### src/rtl/tcre_pkg.sv
// ---------------------------------------------------------------------------
// tcre_pkg: shared types and codes for the register/ALU execute block
// Request payload types, decode classes and outcome codes.
// ---------------------------------------------------------------------------
package tcre_pkg;

    localparam logic [1:0] OUT_EXEC    = 2'd0;
    localparam logic [1:0] OUT_NOTHAND = 2'd1;
    localparam logic [1:0] OUT_ILLEGAL = 2'd2;

    localparam logic [1:0] CLS_EXEC    = 2'd0;
    localparam logic [1:0] CLS_NOTHAND = 2'd1;
    localparam logic [1:0] CLS_ILLEGAL = 2'd2;

    typedef struct packed {
        logic [7:0]  opcode;
        logic [15:0] immediate;
        logic [15:0] next_address;
    } tcre_in_t;

    typedef struct packed {
        logic [15:0] new_pc;
        logic [7:0]  reg_a;
        logic [7:0]  reg_b;
        logic [7:0]  reg_c;
        logic [7:0]  reg_d;
        logic [15:0] pair_hl;
        logic [7:0]  stack_ptr;
        logic [7:0]  flag_bits;
        logic [1:0]  outcome;
    } tcre_out_t;

    // classified request passed from front to back
    typedef struct packed {
        tcre_in_t   req;
        logic [1:0] cls;
    } tcre_cmd_t;

    function automatic logic [1:0] classify(input logic [7:0] op);
        logic [1:0] c;
        c = CLS_EXEC;
        if (op == 8'h01 || op == 8'h02 || (op >= 8'h08 && op <= 8'h0F) ||
            op == 8'h16 || op == 8'h17 || (op >= 8'h18 && op <= 8'h1F) ||
            (op >= 8'h54 && op <= 8'h5B) || (op >= 8'h60 && op <= 8'h6F) ||
            (op >= 8'h84 && op <= 8'h8F) || (op >= 8'hAC && op <= 8'hB7))
            c = CLS_NOTHAND;
        else if (op == 8'h00 || (op >= 8'h04 && op <= 8'h07) ||
                 (op >= 8'h70 && op <= 8'h73) || (op >= 8'hC4 && op <= 8'hC7) ||
                 (op >= 8'h11 && op <= 8'h15) || op == 8'hC0 || op == 8'hC1 ||
                 (op >= 8'h20 && op <= 8'h3F) ||
                 (op >= 8'h40 && op <= 8'h4F && op[3:2] != op[1:0]) ||
                 (op >= 8'h50 && op <= 8'h53) || (op >= 8'h5C && op <= 8'h5F) ||
                 (op >= 8'h74 && op <= 8'h83) || (op >= 8'h90 && op <= 8'hAB) ||
                 (op >= 8'hBA && op <= 8'hBF) || op == 8'hC2)
            c = CLS_EXEC;
        else
            c = CLS_ILLEGAL;
        return c;
    endfunction

endpackage

### src/rtl/tcre_front.sv
// ---------------------------------------------------------------------------
// tcre_front: accept and classify
// Two-entry queue of classified requests between the input and the back end.
// ---------------------------------------------------------------------------
module tcre_front
    import tcre_pkg::*;
(
    input  logic      clk,
    input  logic      rst_n,
    input  logic      push,
    input  tcre_in_t  in_req,
    output logic      full,
    output logic      cmd_valid,
    output tcre_cmd_t cmd,
    input  logic      cmd_take
);

    tcre_cmd_t  slot_reg [2];
    logic       rd_ptr_reg;
    logic       wr_ptr_reg;
    logic [1:0] count_reg;
    logic       do_push;
    logic       do_pop;

    assign full      = (count_reg == 2'd2);
    assign cmd_valid = (count_reg != 2'd0);
    assign cmd       = slot_reg[rd_ptr_reg];
    assign do_push   = push && !full;
    assign do_pop    = cmd_take && cmd_valid;

    always_ff @(posedge clk or negedge rst_n)
    begin
        if (!rst_n)
        begin
            rd_ptr_reg <= 1'b0;
            wr_ptr_reg <= 1'b0;
            count_reg  <= 2'd0;
        end
        else
        begin
            if (do_push)
                wr_ptr_reg <= ~wr_ptr_reg;
            if (do_pop)
                rd_ptr_reg <= ~rd_ptr_reg;
            count_reg <= count_reg + {1'b0, do_push} - {1'b0, do_pop};
        end
    end

    always_ff @(posedge clk)
    begin
        if (do_push)
        begin
            slot_reg[wr_ptr_reg].req <= in_req;
            slot_reg[wr_ptr_reg].cls <= classify(in_req.opcode);
        end
    end

    assert property (@(posedge clk) disable iff (!rst_n) count_reg != 2'd3)
        else $error("queue count overflow");
    assert property (@(posedge clk) disable iff (!rst_n)
        (full && !cmd_take) |=> full)
        else $error("full dropped without a take");
    assert property (@(posedge clk) disable iff (!rst_n)
        (!cmd_valid && !push) |=> !cmd_valid)
        else $error("request appeared from nowhere");

endmodule

### src/rtl/tcre_back.sv
// ---------------------------------------------------------------------------
// tcre_back: execute
// Holds the architectural registers and runs one request per cycle into an
// output register, while that register is empty or being popped.
// ---------------------------------------------------------------------------
module tcre_back
    import tcre_pkg::*;
(
    input  logic      clk,
    input  logic      rst_n,
    input  logic      cmd_valid,
    input  tcre_cmd_t cmd,
    output logic      cmd_take,
    output logic      empty,
    output tcre_out_t result,
    input  logic      pop
);

    logic [7:0]  r_reg [4];
    logic [15:0] hl_reg;
    logic [7:0]  sp_reg;
    logic [3:0]  f_reg;
    logic        res_valid_reg;
    tcre_out_t   res_reg;

    logic [7:0]  r_next [4];
    logic [15:0] hl_next;
    logic [7:0]  sp_next;
    logic [3:0]  f_next;
    logic [15:0] pc;

    logic [7:0]  op, im8, src, y, t;
    logic [15:0] im16, nxt, v16;
    logic [1:0]  ri;
    logic        cond, cy;
    logic [8:0]  s9;
    logic [16:0] s17;

    assign op   = cmd.req.opcode;
    assign im16 = cmd.req.immediate;
    assign im8  = im16[7:0];
    assign nxt  = cmd.req.next_address;
    assign ri   = op[1:0];
    assign src  = r_reg[ri];

    assign cmd_take = cmd_valid && (!res_valid_reg || pop);
    assign empty    = !res_valid_reg;
    assign result   = res_reg;

    always_comb
    begin
        case (ri)
            2'd0:    cond = 1'b1;
            2'd1:    cond = !f_reg[0];
            2'd2:    cond = f_reg[1];
            default: cond = f_reg[0];
        endcase
    end

    function automatic logic [3:0] fl8(input logic [7:0] v, input logic c);
        return {v[0], v[7], c, v == 8'd0};
    endfunction

    function automatic logic [3:0] fl16(input logic [15:0] v, input logic c);
        return {v[0], v[15], c, v == 16'd0};
    endfunction

    always_comb
    begin
        r_next  = r_reg;
        hl_next = hl_reg;
        sp_next = sp_reg;
        f_next  = f_reg;
        pc      = nxt;
        y       = 8'd0;
        t       = 8'd0;
        s9      = 9'd0;
        s17     = 17'd0;
        v16     = 16'd0;
        cy      = 1'b0;
        if (cmd.cls == CLS_EXEC)
        begin
            if (op inside {[8'h04:8'h07]})
            begin
                if (cond) pc = im16;
            end
            else if (op inside {[8'h70:8'h73]})
            begin
                if (cond) pc = hl_reg;
            end
            else if (op inside {[8'hC4:8'hC7]})
            begin
                if (cond) pc = nxt + {{8{im8[7]}}, im8};
            end
            else if (op == 8'h11)
                r_next[0] = hl_reg[15:8];
            else if (op == 8'h12)
                r_next[0] = hl_reg[7:0];
            else if (op == 8'h13 || op inside {[8'h20:8'h23]})
            begin
                s9 = {1'b0, r_reg[0]} + {1'b0, (op == 8'h13) ? im8 : src};
                r_next[0] = s9[7:0];
                f_next = fl8(s9[7:0], s9[8]);
            end
            else if (op == 8'h14 || op == 8'hC0)
            begin
                v16 = (op == 8'h14) ? {r_reg[0], r_reg[1]} : im16;
                s17 = {1'b0, hl_reg} + {1'b0, v16};
                hl_next = s17[15:0];
                f_next = fl16(s17[15:0], s17[16]);
            end
            else if (op == 8'hC1)
            begin
                hl_next = hl_reg - im16;
                f_next = fl16(hl_next, hl_reg < im16);
            end
            else if (op == 8'h15 || op inside {[8'h24:8'h27]})
            begin
                t = (op == 8'h15) ? im8 : src;
                y = r_reg[0] - t;
                r_next[0] = y;
                f_next = fl8(y, r_reg[0] < t);
            end
            else if (op inside {[8'h28:8'h33]})
            begin
                if (op == 8'h28)               y = r_reg[0] & im8;
                else if (op <= 8'h2B)          y = r_reg[0] & src;
                else if (op <= 8'h2F)          y = r_reg[0] ^ src;
                else if (op == 8'h30)          y = r_reg[0] | im8;
                else                           y = r_reg[0] | src;
                r_next[0] = y;
                f_next = fl8(y, 1'b0);
            end
            else if (op inside {[8'h34:8'h37]})
            begin
                y = src + 8'd1;
                r_next[ri] = y;
                f_next = fl8(y, y == 8'd0);
            end
            else if (op inside {[8'h38:8'h3B]})
            begin
                y = src - 8'd1;
                r_next[ri] = y;
                f_next = fl8(y, y == 8'hFF);
            end
            else if (op == 8'h3C)
            begin
                hl_next = hl_reg + 16'd1;
                f_next = fl16(hl_next, hl_next == 16'd0);
            end
            else if (op == 8'h3D)
            begin
                sp_next = sp_reg + 8'd1;
                f_next = fl8(sp_next, sp_next == 8'd0);
            end
            else if (op == 8'h3E)
            begin
                hl_next = hl_reg - 16'd1;
                f_next = fl16(hl_next, hl_next == 16'hFFFF);
            end
            else if (op == 8'h3F)
            begin
                sp_next = sp_reg - 8'd1;
                f_next = fl8(sp_next, sp_next == 8'hFF);
            end
            else if (op inside {[8'h40:8'h4F]})
                r_next[op[3:2]] = src;
            else if (op inside {[8'h50:8'h53]})
                r_next[ri] = im8;
            else if (op == 8'h5C)
                hl_next = im16;
            else if (op == 8'h5D)
                hl_next = {r_reg[0], r_reg[1]};
            else if (op == 8'h5E)
                hl_next = {r_reg[0], hl_reg[7:0]};
            else if (op == 8'h5F)
                hl_next = {hl_reg[15:8], r_reg[0]};
            else if (op inside {[8'h74:8'h77]})
            begin
                y = ~src;
                r_next[ri] = y;
                f_next = fl8(y, f_reg[1]);
            end
            else if (op inside {[8'h78:8'h7B]})
            begin
                y = {f_reg[1], src[7:1]};
                r_next[ri] = y;
                f_next = fl8(y, src[0]);
            end
            else if (op inside {[8'h7C:8'h7F]})
            begin
                y = {src[6:0], f_reg[1]};
                r_next[ri] = y;
                f_next = fl8(y, src[7]);
            end
            else if (op inside {[8'h80:8'h83]})
            begin
                t = (op == 8'h80) ? im8 : src;
                y = r_reg[0] ^ t;
                f_next = {y[0], y[7], r_reg[0] < t, r_reg[0] == t};
            end
            else if (op inside {[8'h90:8'h97]})
                f_next[0] = !r_reg[0][op[2:0]];
            else if (op inside {[8'h98:8'h9F]})
            begin
                y = r_reg[0] & ~(8'd1 << op[2:0]);
                r_next[0] = y;
                f_next[0] = (y == 8'd0);
                if (op[2:0] == 3'd0) f_next[3] = 1'b0;
                if (op[2:0] == 3'd7) f_next[2] = 1'b0;
            end
            else if (op inside {[8'hA0:8'hA7]})
            begin
                r_next[0] = r_reg[0] | (8'd1 << op[2:0]);
                f_next[0] = 1'b0;
                if (op[2:0] == 3'd0) f_next[3] = 1'b1;
                if (op[2:0] == 3'd7) f_next[2] = 1'b1;
            end
            else if (op inside {[8'hA8:8'hAB]})
            begin
                // flags only from the carry-in add
                t  = r_reg[0] + src;
                s9 = {1'b0, t} + {8'd0, f_reg[1]};
                r_next[0] = s9[7:0];
                f_next = fl8(s9[7:0], s9[8]);
            end
            else if (op inside {[8'hBA:8'hBF]})
            begin
                cy = (op[2:0] < 3'd4) ? f_reg[op[1:0]] : 1'b0;
                f_next[0] = !cy;
            end
            else if (op == 8'hC2)
            begin
                r_next[0] = hl_reg[15:8];
                r_next[1] = hl_reg[7:0];
            end
        end
    end

    always_ff @(posedge clk or negedge rst_n)
    begin
        if (!rst_n)
        begin
            r_reg[0] <= 8'd0;
            r_reg[1] <= 8'd0;
            r_reg[2] <= 8'd0;
            r_reg[3] <= 8'd0;
            hl_reg <= 16'd0;
            sp_reg <= 8'd0;
            f_reg <= 4'd0;
            res_valid_reg <= 1'b0;
        end
        else
        begin
            if (cmd_take)
            begin
                r_reg  <= r_next;
                hl_reg <= hl_next;
                sp_reg <= sp_next;
                f_reg  <= f_next;
                res_valid_reg <= 1'b1;
            end
            else if (pop)
                res_valid_reg <= 1'b0;
        end
    end

    always_ff @(posedge clk)
    begin
        if (cmd_take)
        begin
            res_reg.new_pc    <= pc;
            res_reg.reg_a     <= r_next[0];
            res_reg.reg_b     <= r_next[1];
            res_reg.reg_c     <= r_next[2];
            res_reg.reg_d     <= r_next[3];
            res_reg.pair_hl   <= hl_next;
            res_reg.stack_ptr <= sp_next;
            res_reg.flag_bits <= {4'd0, f_next};
            res_reg.outcome   <= (cmd.cls == CLS_NOTHAND) ? OUT_NOTHAND :
                                 (cmd.cls == CLS_ILLEGAL) ? OUT_ILLEGAL : OUT_EXEC;
        end
    end

    assert property (@(posedge clk) disable iff (!rst_n)
        (cmd_valid && cmd.cls != CLS_EXEC && cmd_take) |=>
        (hl_reg == $past(hl_reg) && sp_reg == $past(sp_reg) && f_reg == $past(f_reg)))
        else $error("state changed on a non-executed request");
    assert property (@(posedge clk) disable iff (!rst_n)
        (!empty && !pop) |=> (!empty && $stable(res_reg)))
        else $error("stalled result lost");
    assert property (@(posedge clk) disable iff (!rst_n)
        cmd_take |=> !empty)
        else $error("taken request produced no result");

endmodule

### src/rtl/toy_cpu_register_alu_execute.sv
// ---------------------------------------------------------------------------
// toy_cpu_register_alu_execute: execute stage of a small 8-bit CPU
// Decoupled classify front end, register/ALU back end.
// ---------------------------------------------------------------------------
// Input channel: push/full carries one fetched instruction (opcode,
// immediate, next_address). Result channel: empty/pop carries the register
// file, flags, new_pc and outcome after that instruction.
// A request is queued, then executed into the result register. Throughput:
// one instruction per cycle while the result is empty or popped; the
// register/flag update is a single combinational step in the back end, fed
// from a two-entry classified queue. Reset clears A, B, C, D, HL, SP, flags,
// the queue and the result valid flag. When pop stays low, the result holds,
// the back end stops, the queue fills and full rises after two more pushes.
// ---------------------------------------------------------------------------
module toy_cpu_register_alu_execute
    import tcre_pkg::*;
(
    input  logic      clk,
    input  logic      rst_n,
    input  logic      push,
    output logic      full,
    input  tcre_in_t  request,
    output logic      empty,
    input  logic      pop,
    output tcre_out_t result
);

    logic      cmd_valid;
    logic      cmd_take;
    tcre_cmd_t cmd;

    tcre_front u_front (
        .clk       (clk),
        .rst_n     (rst_n),
        .push      (push),
        .in_req    (request),
        .full      (full),
        .cmd_valid (cmd_valid),
        .cmd       (cmd),
        .cmd_take  (cmd_take)
    );

    tcre_back u_back (
        .clk       (clk),
        .rst_n     (rst_n),
        .cmd_valid (cmd_valid),
        .cmd       (cmd),
        .cmd_take  (cmd_take),
        .empty     (empty),
        .result    (result),
        .pop       (pop)
    );

endmodule

### config.mk
export PLATFORM = sky130hd
export DESIGN_NAME = toy_cpu_register_alu_execute
export DESIGN_NICKNAME = d
export VERILOG_FILES = /design/src/rtl/tcre_pkg.sv /design/src/rtl/tcre_front.sv /design/src/rtl/tcre_back.sv /design/src/rtl/toy_cpu_register_alu_execute.sv
export SDC_FILE = /design/constraint.sdc
export NUM_CORES = 1
export LEC_CHECK = 0
export BUFFER_PORTS_ARGS = -buffer_cell sky130_fd_sc_hd__clkbuf_2
export CAP_MARGIN = 20
export CORE_AREA = 2 2 244 246
export CTS_CLUSTER_DIAMETER = 80
export CTS_CLUSTER_SIZE = 24
export DETAILED_ROUTE_END_ITERATION = 10
export DIE_AREA = 0 0 246 248
export PLACE_DENSITY = 0.64
export SYNTH_ARGS = -nofsm -noshare
export SYNTH_HDL_FRONTEND = slang
export SYNTH_SLANG_ARGS = --single-unit
### constraint.sdc
create_clock -name clk -period 5.44 [get_ports clk]
set_clock_uncertainty 0.2 [all_clocks]
set_input_delay 1.088 -clock clk [delete_from_list [all_inputs] [get_ports clk]]
set_output_delay 1.088 -clock clk [all_outputs]
set_load 0.1 [all_outputs]
==> Word-level counts from Yosys, hierarchy flattened <==
Memories as Yosys holds them, arrays and structs flattened.
Cells that the tools add are included.
{ "totals": {"reg_bits": 143, "mem_bits_rw": 84, "input_bits": 44, "out_inout_bits": 84, "memories": 1} }
{ "classes": {"n_addsub": 15, "order_cmp": 84, "n_eq_ne": 37, "shift": 1, "n_mux": 178, "n_bitwise": 14, "n_reduce_logical": 96} }
{ "memory_table": {"columns": ["memory", "depth", "word_bits", "rd", "rd_clocked_by_memory_dff", "write_ports", "line_no", "source"], "rows": [
  ["u_front.slot_reg", 2, 42, 1, 0, 1, "tcre_front.sv:18", "tcre_cmd_t slot_reg [2];"]
]} }
{ "op_table": {"columns": ["op", "count"], "rows": [
  ["$mux 32", 20],
  ["$mux 16", 36],
  ["$mux 8", 51],
  ["$bwmux 32", 7],
  ["$mux 24", 5],
  ["$mux 4", 27],
  ["$ge 8x7->1 const B", 13],
  ["$le 8x8->1 const B", 13],
  ["$logic_not 8->1", 13],
  ["$ge 8x8->1 const B", 12],
  ["$le 8x7->1 const B", 12],
  ["$eq 8x8->1 const B", 9],
  ["$le 8x6->1 const B", 8],
  ["$logic_not 16->1", 4],
  ["$eq 8x5->1 const B", 7],
  ["$eq 8x6->1 const B", 6],
  ["$ge 8x6->1 const B", 6],
  ["$logic_and 1x1->1", 42],
  ["$demux 8 s2", 2],
  ["$eq 8x7->1 const B", 4],
  ["$logic_or 1x1->1", 27],
  ["$and 8x8->8", 3],
  ["$or 8x8->8", 3],
  ["$mux 1", 18],
  ["other kinds (49)", 77]
]} }

==> Logic depth before layout (Yosys ltp) <==
Gate-level depths: netlist of the first run.
An unclocked memory read counts as a cell.
{ "logic_depth": {"depth_word": 39, "depth_mapped": 25, "mapped_depth_nobuf": 19} }

==> Modules after synthesis <==
Synthesis of the first run repeated with hierarchy kept, for this count alone.
{ "unflattened": {"cells_unflattened": 2855, "area_unflattened_um2": 23035.8} }
{ "by_module_without_submodules": {"columns": ["mod", "instances", "cells_per_inst", "area_per_inst_um2", "seq_area_each_um2"], "rows": [
  ["tcre_back", 1, 2644, 19432.4, 3868.7],
  ["tcre_front", 1, 211, 3603.5, 2622.5]
]} }

==> Worst setup path after synthesis of the first run <==
No wires, ideal clock.
{ "synth_timing": {"kind": "register to register", "from": "register u_front.rd_ptr_reg", "to": "register u_back.r_reg[31] in the netlist's numbering", "arrival_time_ps": 4653, "required_time_ps": 4988, "slack_ps": 335, "stages_incl_launch_ff": 20, "path_buffers": 4, "cell_sequence": "dfrtp_1 -> buf_6 -> buf_6 -> buf_6 -> mux2i_2 -> mux4_2 -> buf_1 -> ha_1 -> inv_1 -> fa_1 -> nor2b_1 -> o21ai_0 -> a311oi_1 -> nor4_1 -> xnor2_1 -> o211ai_1 -> a41oi_1 -> a311o_1 -> a211oi_1 -> o22ai_1"} }
{ "synth_via": {"elab_chain_len": 38} }
{ "synth_rtl": {"columns": ["item", "line_no", "source"], "rows": [
  ["from (decl)", "tcre_front.sv:19", "logic rd_ptr_reg;"],
  ["from (signal assigned)", "tcre_front.sv:44", "rd_ptr_reg <= ~rd_ptr_reg;"],
  ["$mem_v2 2x42 (*)", null, null],
  ["$not 2->3 (not written as such)", null, null],
  ["$bmux 8 s2", "tcre_back.sv:44", "assign src = r_reg[ri];"],
  ["$mux 8 (not written as such) (2 in series)", "tcre_back.sv:44", null],
  ["$add 8x8->8", "tcre_back.sv:222", "t = r_reg[0] + src;"],
  ["$add 8x1->9", "tcre_back.sv:223", "s9 = {1'b0, t} + {8'd0, f_reg[1]};"],
  ["$mux 8", "tcre_back.sv:219", "else if (op inside {[8'hA8:8'hAB]})"],
  ["$mux 8", "tcre_back.sv:212", "else if (op inside {[8'hA0:8'hA7]})"],
  ["[... 21 more ...]", null, null],
  ["$mux 32", "tcre_back.sv:105", "else if (op == 8'h14 || op == 8'hC0)"],
  ["$mux 8", "tcre_back.sv:99", "else if (op == 8'h13 || op inside {[8'h20:8'h23]})"],
  ["$mux 8", "tcre_back.sv:97", "else if (op == 8'h12)"],
  ["$mux 8", "tcre_back.sv:95", "else if (op == 8'h11)"],
  ["$mux 32", "tcre_back.sv:91", "else if (op inside {[8'hC4:8'hC7]})"],
  ["$mux 32", "tcre_back.sv:87", "else if (op inside {[8'h70:8'h73]})"],
  ["$mux 32", "tcre_back.sv:83", "if (op inside {[8'h04:8'h07]})"],
  ["$mux 32 (*)", "tcre_back.sv:81", "if (cmd.cls == CLS_EXEC)"],
  ["to (signal assigned)", "tcre_back.sv:257", "r_reg <= r_next;"],
  ["to (decl)", "tcre_back.sv:19", "logic [7:0] r_reg [4];"]
]} }
Mark *: on every way between the ends. The rest lies on a longest branch, timed or not. The select of a mux whose other input is x is not followed.
A chain may end at the register's enable or synchronous reset.

==> Final worst setup path of the first run <==
{ "layout_timing": {"from": "register u_front.rd_ptr_reg", "to": "register u_back.f_reg[2]"} }
{ "layout_via": {"elab_chain_len": 38} }
{ "layout_rtl": {"columns": ["item", "line_no", "source"], "rows": [
  ["$mem_v2 2x42 (*)", null, null],
  ["$not 2->3 (not written as such)", "tcre_back.sv:44", null],
  ["$bmux 8 s2", "tcre_back.sv:44", null],
  ["$mux 8 (not written as such) (2 in series)", "tcre_back.sv:44", null],
  ["$add 8x8->8", "tcre_back.sv:222", null],
  ["$add 8x1->9", "tcre_back.sv:223", null],
  ["$mux 3", "tcre_back.sv:219", null],
  ["$mux 2", "tcre_back.sv:212", null],
  ["[... 22 more ...]", null, null],
  ["$mux 4", "tcre_back.sv:99", null],
  ["$mux 4", "tcre_back.sv:97", null],
  ["$mux 4", "tcre_back.sv:95", null],
  ["$mux 4", "tcre_back.sv:91", null],
  ["$mux 4", "tcre_back.sv:87", null],
  ["$mux 4", "tcre_back.sv:83", null],
  ["$mux 4 (*)", "tcre_back.sv:81", null],
  ["via u_back.f_next[2]", "tcre_back.sv:29", "logic [3:0] f_next;"],
  ["to (signal assigned)", "tcre_back.sv:260", "f_reg <= f_next;"],
  ["to (decl)", "tcre_back.sv:22", "logic [3:0] f_reg;"]
]} }
Mark *: on every way through the listed nets, which the timed path passes. The rest lies on a longest branch. The select of a mux whose other input is x is not followed.

==> flow_summary.toml, run 1 <==
[die]
chipWidth_um = 246
fp-row-count = 89
die-area_um2 = 61010
num_io_pins = 128
initial_core_util_pct = 39.50
die_height_um = 248
core_area_um2 = 58460

[worst_setup_path]
required_ns = 5.69
end_kind = "flop"
crit_fanout = 31
worstPathArrival_ns = 5.61
worstSetupPathType = "flop to flop"
cp-start-kind = "flop"
r2r_slack_ns = 0.09

[routing]
drc = 0
wl_per_cell_um = 33.37
vias = 27010
ant_nets = 0
viasPerCell = 6.903
drt-initial-drc-count = 4082
drt_pass1_iterations = 9
finalWirelength_um = 130600

[synth]
syn_inst = 2936
seq_area_frac_synth_pct = 28.11
synthAdderAreaFrac_pct = 5.873
yosysWarnings = 0
ys.flop_type = "edfxtp_1"
async_flop_share_pct = 28.63
synth_top_family_by_area = "compound AO/OA/AOI/OAI gates"
yosys.area_share.simple_pct = 20.52
syn_area_per_cell_um2 = 7.866
synth_edf_count = 162
synth-xor-area-share_pct = 3.928
synth.area.mux_share_pct = 5.288
yosys.cell_types.count = 106
ys_seq_elements = 227
synth_compound_gate_area_share_pct = 30.04
syn-cell-area_um2 = 23090

[timing]
setup_violations = 0
finalHoldViolCount = 0
tightest_slew_ns = 1.063
relSlewSlack_pct = 29.10
period_needed_ns = 5.355
post-route-period-util_pct = 98.43
slew_violations = 0
max_freq_ghz = 0.1867

[clock_network]
ctsLongestPathBuffers = 3
numCtsBuffers = 19
root_buffer = "clkbuf_16"
cts_setup_buffers = 0
clock_latency_ns = 0.56
cts.htree.levels = 1
cts_tree = "built"
clock-sinks = 227
cts.clk_slew.worst_paths_ns = 0.09

[layout]
largest_register_ffs = 84
final_core_util_pct = 45.69
final_common_cell = "nand2_1"
final_cell_mix = "328 x nand2_1, 292 x buf_4, 271 x nor2_1, 267 x a21oi_1, 213 x o21ai_0"
nets = 3271
area_growth_syn_to_layout_pct = 15.67
drive_above_1_share_pct = 18.34
fillers = 5882

[grt]
grt_max_degree = 64
grt_pass1_wl_um = 182700
grt_usage_pct = 41.69
antenna_found_initial = 10
gr-total-overflow = 0
grt_pass1_vias = 24970

[run]
maxCapViolCount = 0

[status]
status = "complete, no violations"

[power]
p_leak_nw = 10.56
powerDensity_nw_per_um2 = 804.2
peakVddDrop_v = 0.0005757
finalPower_mw = 21.48

[placement]
io_buffers = 123
dpl.hpwl_um = 97590
gp_congestion = 1.110

[hold_path]
hold_class = "input port to asynchronous set/reset pin"
[logic make-up after synthesis]
| family | Yosys count |
|---|---|
| flip-flops | 227 |
| buffers and inverters | 352 |
| AO/OA/AOI/OAI | 1048 |
| multiplexers | 107 |
| adder cells (fa/ha/maj) | 105 |
| AND/OR/NAND/NOR | 994 |
| other | 1 |
| XOR/XNOR | 102 |
[worst paths after layout]
path	startpoint	to	cells after the start
min in group clk	u_front.count_reg[0]$_DFF_PN0_	u_back.res_valid_reg$_DFFE_PN0P_	2
worst min register to register	u_front.count_reg[0]$_DFF_PN0_	u_back.res_valid_reg$_DFFE_PN0P_	2
worst max-delay path	u_front.rd_ptr_reg$_DFFE_PN0P_	u_back.f_reg[2]$_DFFE_PN0P_	20
max in group asynchronous	rst_n	u_back.hl_reg[10]$_DFFE_PN0P_	2
worst max register to register	u_front.rd_ptr_reg$_DFFE_PN0P_	u_back.f_reg[2]$_DFFE_PN0P_	20
worst min-delay path	rst_n	u_back.r_reg[13]$_DFFE_PN0P_	1
[cell usage after synthesis (10+ instances only)]
master	number	share of area (%)
nor4_1	23	0.62
nor4b_1	10	0.38
ha_1	98	5.3
mux2_2	32	1.6
a31oi_1	34	0.92
o31ai_1	21	0.68
o211ai_1	41	1.3
nand3_1	83	1.8
nor3_1	61	1.3
inv_1	92	1.5
mux2i_1	64	2.8
o2111ai_1	18	0.68
o21a_1	17	0.55
clkbuf_1	180	2.9
nand3b_1	18	0.59
dfrtp_1	65	7.0
buf_2	44	0.95
a222oi_1	12	0.52
or3_1	22	0.60
and2_1	22	0.60
nand2_1	328	5.3
xnor2_1	62	2.4
a221oi_1	27	1.0
buf_1	20	0.33
or2_2	12	0.33
nor2b_1	17	0.46
o221ai_1	54	2.0
xor2_1	39	1.5
nor2_1	273	4.4
a22oi_1	30	0.98
a211oi_1	42	1.4
a21o_1	20	0.65
nand2b_1	20	0.54
o22a_1	14	0.53
o22ai_1	52	1.4
o21ai_1	13	0.28
and3_1	20	0.54
edfxtp_1	162	21
o21ai_0	218	4.7
nand4_1	21	0.57
o311ai_0	11	0.42
a22o_1	20	0.76
a21oi_1	270	5.9
a32oi_1	12	0.46
a2bb2oi_1	11	0.42
[power breakdown]
| part | leakage (nW) | switching, mW | internal (mW) | total, mW |
|---|---|---|---|---|
| sequential | 2.37 | 0.725 | 2.68 | 3.41 |
| combinational | 7.87 | 11.6 | 5.02 | 16.6 |
| clock | 0.317 | 0.798 | 0.705 | 1.50 |
[critical path: stages, from the launching register on]
cell	delay, ns
dfrtp_4	0.52
or4_1	0.61
a21oi_2	0.20
nand4_1	0.30
buf_4	0.27
buf_4	0.22
nor2_1	0.13
a21oi_1	0.05
ha_1	0.21
and2_0	0.16
a2111o_1	0.39
a31o_2	0.24
a41oi_2	0.26
a22oi_2	0.11
a21oi_2	0.16
o21ba_2	0.15
xnor2_1	0.12
a221oi_1	0.32
buf_4	0.18
a41oi_1	0.12
mux2_2	0.29
[per-layer routing]
metal,track usage [%],share of wire (%)
met5,0,0.028
met4,25.26,7.8
met1,53.75,38
met3,10.28,12
met2,62.91,42
[per-stage QoR]
stage / instances / area (µm²) / hold slack [ns] / TNS [ns] / setup slack [ns]
final: 3913 / 26710 / 0.2866 / 0 / 0.08515
after CTS: 3909 / 26580 / 0.2887 / 0 / 0.009672
after detailed placement: 3875 / 25920 / 0.2838 / -0.003610 / -0.003610
after floorplan: 2939 / 23100 / 0.2608 / 0 / 0.3352
after global placement: 3875 / 25920 / 0.2802 / -0.01857 / -0.01857
after global routing: 3909 / 26700 / 0.2976 / -0.1508 / -0.05788
[cell type report]
type	instances	area [µm²]	area share [%]
Timing Repair Buffer	419	2902	10.86
Clock buffer	22	486.7	1.822
Multi-Input combinational cell	2360	15320	57.36
Clock inverter	12	167.7	0.6276
Tap cell	773	967.2	3.621
Inverter	96	362.8	1.358
Sequential cell	227	6495	24.31
Antenna cell	4	10.01	0.03747
[timing repair]
item	CTS	global route
gates cloned	0	0
pin swaps	0	2
hold buffers	0	0
endpoints found under the setup margin	2	17
resized for setup	1	23
(Power assumes the default switching activity.)
==> run 2, diff against run 1 <==
--- a/config.mk
+++ b/config.mk
@@ -7,12 +7,13 @@
 export LEC_CHECK = 0
 export BUFFER_PORTS_ARGS = -buffer_cell sky130_fd_sc_hd__clkbuf_2
 export CAP_MARGIN = 20
-export CORE_AREA = 2 2 244 246
+export CORE_AREA = 2 2 243 245
 export CTS_CLUSTER_DIAMETER = 80
 export CTS_CLUSTER_SIZE = 24
 export DETAILED_ROUTE_END_ITERATION = 10
-export DIE_AREA = 0 0 246 248
+export DIE_AREA = 0 0 245 247
 export PLACE_DENSITY = 0.64
 export SYNTH_ARGS = -nofsm -noshare
 export SYNTH_HDL_FRONTEND = slang
+export SYNTH_HIERARCHICAL = 1
 export SYNTH_SLANG_ARGS = --single-unit
==> run 2 against run 1 <==
Against the previous run:
- utilization is 0.16 points lower
- fmax grew 1.3%
- largest cell class unchanged
- highest routed layer unchanged
- synthesized cell count decreased by 2.8%
- non-clock buffer count down 20
- first-iteration DRC count shrank 0.71%
- register-to-register slack gained 0.07 ns
- wire length fell by 2.6%
==> flow_summary.toml, run 2 <==
[synth]
syn_area_per_cell_um2 = 8.069
yosysMostFrequentCell = "nand2_1"
yosys.cell_types.count = 109
async_flop_share_pct = 28.63
yosys.area_share.simple_pct = 20.35
syn-cell-area_um2 = 23040
synth-xor-area-share_pct = 3.970
synth_top_family_by_area = "compound AO/OA/AOI/OAI gates"
synth.area.mux_share_pct = 7.447
seq_area_frac_synth_pct = 28.18
synth_edf_count = 162
syn_inst = 2855
ys.flop_type = "edfxtp_1"
netlist_top_cells_area = "edfxtp_1 21%, dfrtp_1 7.1%, ha_1 5.2%, o21ai_0 5.0%, a21oi_1 4.8%"
ys_seq_elements = 227
netlist.area_leader.share_pct = 21.12
synthAdderAreaFrac_pct = 5.785
synth_compound_gate_area_share_pct = 28.67
synth_common_cells = "276 x nand2_1, 259 x nor2_1, 232 x o21ai_0"
yosysTopAreaCell = "edfxtp_1"
yosysWarnings = 6

[routing]
viasPerCell = 6.936
met1Wirelength_um = 50940
met3_wirelength_um = 14220
top_layer = "met5"
wl_per_cell_um = 33.40
drt-initial-drc-count = 4053
drc = 0
met2_length_um = 54330
ant_nets = 0
finalWirelength_um = 127200
vias = 26420
drt_pass1_iterations = 9

[timing]
rsz0062_at_grt = "yes"
finalHoldViolCount = 0
period_needed_ns = 5.286
tightest_slew_ns = 1.226
slew_violations = 0
setup_violations = 0
post-route-period-util_pct = 97.18
relSlewSlack_pct = 16.13
setup_slack_ns = 0.1536
max_freq_ghz = 0.1892
holdWs_ns = 0.1731

[hold_path]
hold_class = "input port to asynchronous set/reset pin"

[layout]
fillers = 5821
instances_no_fill = 3809
fin_area_um2 = 26520
final_cell_mix = "275 x nand2_1, 271 x buf_4, 254 x nor2_1, 231 x o21ai_0, 222 x a21oi_1"
largest_register_ffs = 84
drive_above_1_share_pct = 20.20
area_growth_syn_to_layout_pct = 15.12
nets = 3170
final_common_cell = "nand2_1"

[die]
die-area_um2 = 60520
core_area_um2 = 58240
num_io_pins = 128
chipWidth_um = 245
die_height_um = 247
fp-row-count = 89
initial_core_util_pct = 39.55

[clock_network]
cts.htree.levels = 1
cts.clk_slew.worst_paths_ns = 0.10
clock_latency_ns = 0.56
numCtsBuffers = 19
cts_tree = "built"
ctsLongestPathBuffers = 3
clock-sinks = 227
root_buffer = "clkbuf_16"

[worst_setup_path]
worstSetupPathType = "flop to flop"
reg2regPathDepth = 18
cp-start-kind = "flop"
crit_fanout = 7
max_stage_delay_ns = 0.50
r2r_slack_ns = 0.15
worstPathBufferInverterCount = 1
path_cells = "buf_4 > mux2_2 > nand2b_1 > nor2_4 > nand2_1 > mux2_2 > ha_1 > fa_2 > a21o_1 > a21oi_2 > xnor2_1 > or4_1 > or4b_1 > or4b_1 > nor4_2 > nand4_1 > nand3_1 > mux2_2"
end_kind = "flop"
required_ns = 5.67
cp_top_family = "simple AND/OR/NAND/NOR gates"
critPathMostFrequentCell = "mux2_2"
reg2reg_to = "u_back/result[2]$_DFFE_PP_"
cp_slowest_cell = "or4b_1"
r2r_start = "u_front/rd_ptr_reg$_DFFE_PN0P_"
worstPathArrival_ns = 5.52

[status]
status = "complete, no violations"

[grt]
antenna_found_initial = 8
grt_pass1_wl_um = 179500
gr-total-overflow = 0
grt_max_degree = 66
grt_pass1_vias = 24540
grt_usage_pct = 40.79

[placement]
dpl.hpwl_um = 95390
place_area_um2 = 25720
io_buffers = 123
gp_congestion = 1.035
place_inst = 3774
place_worst_setup_slack_ns = -0.09702

[run]
maxCapViolCount = 0
==> run 2: cell count changes in the layout (fill, tap and decap cells not counted), moves of 11 or more <==
| cell | delta |
|---|---|
| a31oi_1 | +14 |
| buf_4 | -21 |
| nor4_1 | +11 |
| nor2_1 | -17 |
| mux2i_1 | -18 |
| inv_1 | -36 |
| a21oi_1 | -45 |
| o221ai_1 | -17 |
| nand2_1 | -53 |
| mux2_2 | +60 |
| o21a_1 | +14 |
| nor2b_1 | +13 |
| o21ai_0 | +18 |
==> run 2: per-layer routing <==
| layer | vias to the layer above | track usage, % |
|---|---|---|
| li1 | 11220 | - |
| met1 | 12920 | 54.24 |
| met2 | 1884 | 61.59 |
| met3 | 397 | 9.627 |
| met4 | 4 | 20.98 |
| met5 | - | 0 |
==> run 2: logic make-up (layout without fill, tap and decap cells) <==
family	count (synthesis)	count (layout)
AND/OR/NAND/NOR	958	958
XOR/XNOR	102	102
AO/OA/AOI/OAI	1003	1003
flip-flops	227	227
buffers and inverters	314	490
other	1	6
adder cells (fa/ha/maj)	103	103
multiplexers	147	147
==> run 2: stage by stage <==
stage | setup TNS (ns) | util, %
floorplan | 0 | -
detailed placement | -0.2063 | 44.17
CTS | 0 | 45.35
global placement | -0.08284 | 44.17
finish | 0 | 45.53
global route | -0.03325 | 45.53
==> run 2: final cells by class <==
cell class / count / area, µm² / area share, %
clock inverter: 10 / 175.2 / 0.6605
inverter: 60 / 227.7 / 0.8587
antenna: 2 / 5.005 / 0.01887
sequential: 227 / 6492 / 24.48
multi-input combinational: 2317 / 15380 / 58.01
timing repair buffer: 399 / 2764 / 10.42
clock buffer: 21 / 504.2 / 1.901
tap: 773 / 967.2 / 3.647
==> run 2: timing repair <==
item	CTS	global route
pin swaps	0	2
gates resized for setup	2	15
endpoints found under the setup margin	3	18
setup buffers	0	1
hold buffers	0	0
==> run 2: worst reg2reg max path, delay by kind of cell (launching register included) <==
kind	cells	cell delay [ns]
xor+xnor	1	0.09
flops	1	0.44
compound gates	2	0.32
buf+inv	1	0.15
mux	3	0.81
fa+ha+maj	2	0.59
simple gates	9	2.57
==> run 2: worst max-delay path by stage <==
stage | end | cells after the start | slack, ns | startpoint
floorplan | u_back/result[2]$_DFFE_PP_ | 21 | 0.004 | u_front/rd_ptr_reg$_DFFE_PN0P_
global placement | u_back/result[2]$_DFFE_PP_ | 19 | -0.05 | u_front/rd_ptr_reg$_DFFE_PN0P_
detailed placement | u_back/result[2]$_DFFE_PP_ | 19 | -0.1 | u_front/rd_ptr_reg$_DFFE_PN0P_
CTS | u_back/result[2]$_DFFE_PP_ | 19 | 0.00005 | u_front/rd_ptr_reg$_DFFE_PN0P_
global route | u_back/result[2]$_DFFE_PP_ | 19 | -0.03 | u_front/rd_ptr_reg$_DFFE_PN0P_
finish | u_back/result[2]$_DFFE_PP_ | 18 | 0.15 | u_front/rd_ptr_reg$_DFFE_PN0P_
Power of run 2 is not shown: default switching activity piles up to over one toggle a cycle in this logic, so the estimate is an artifact.
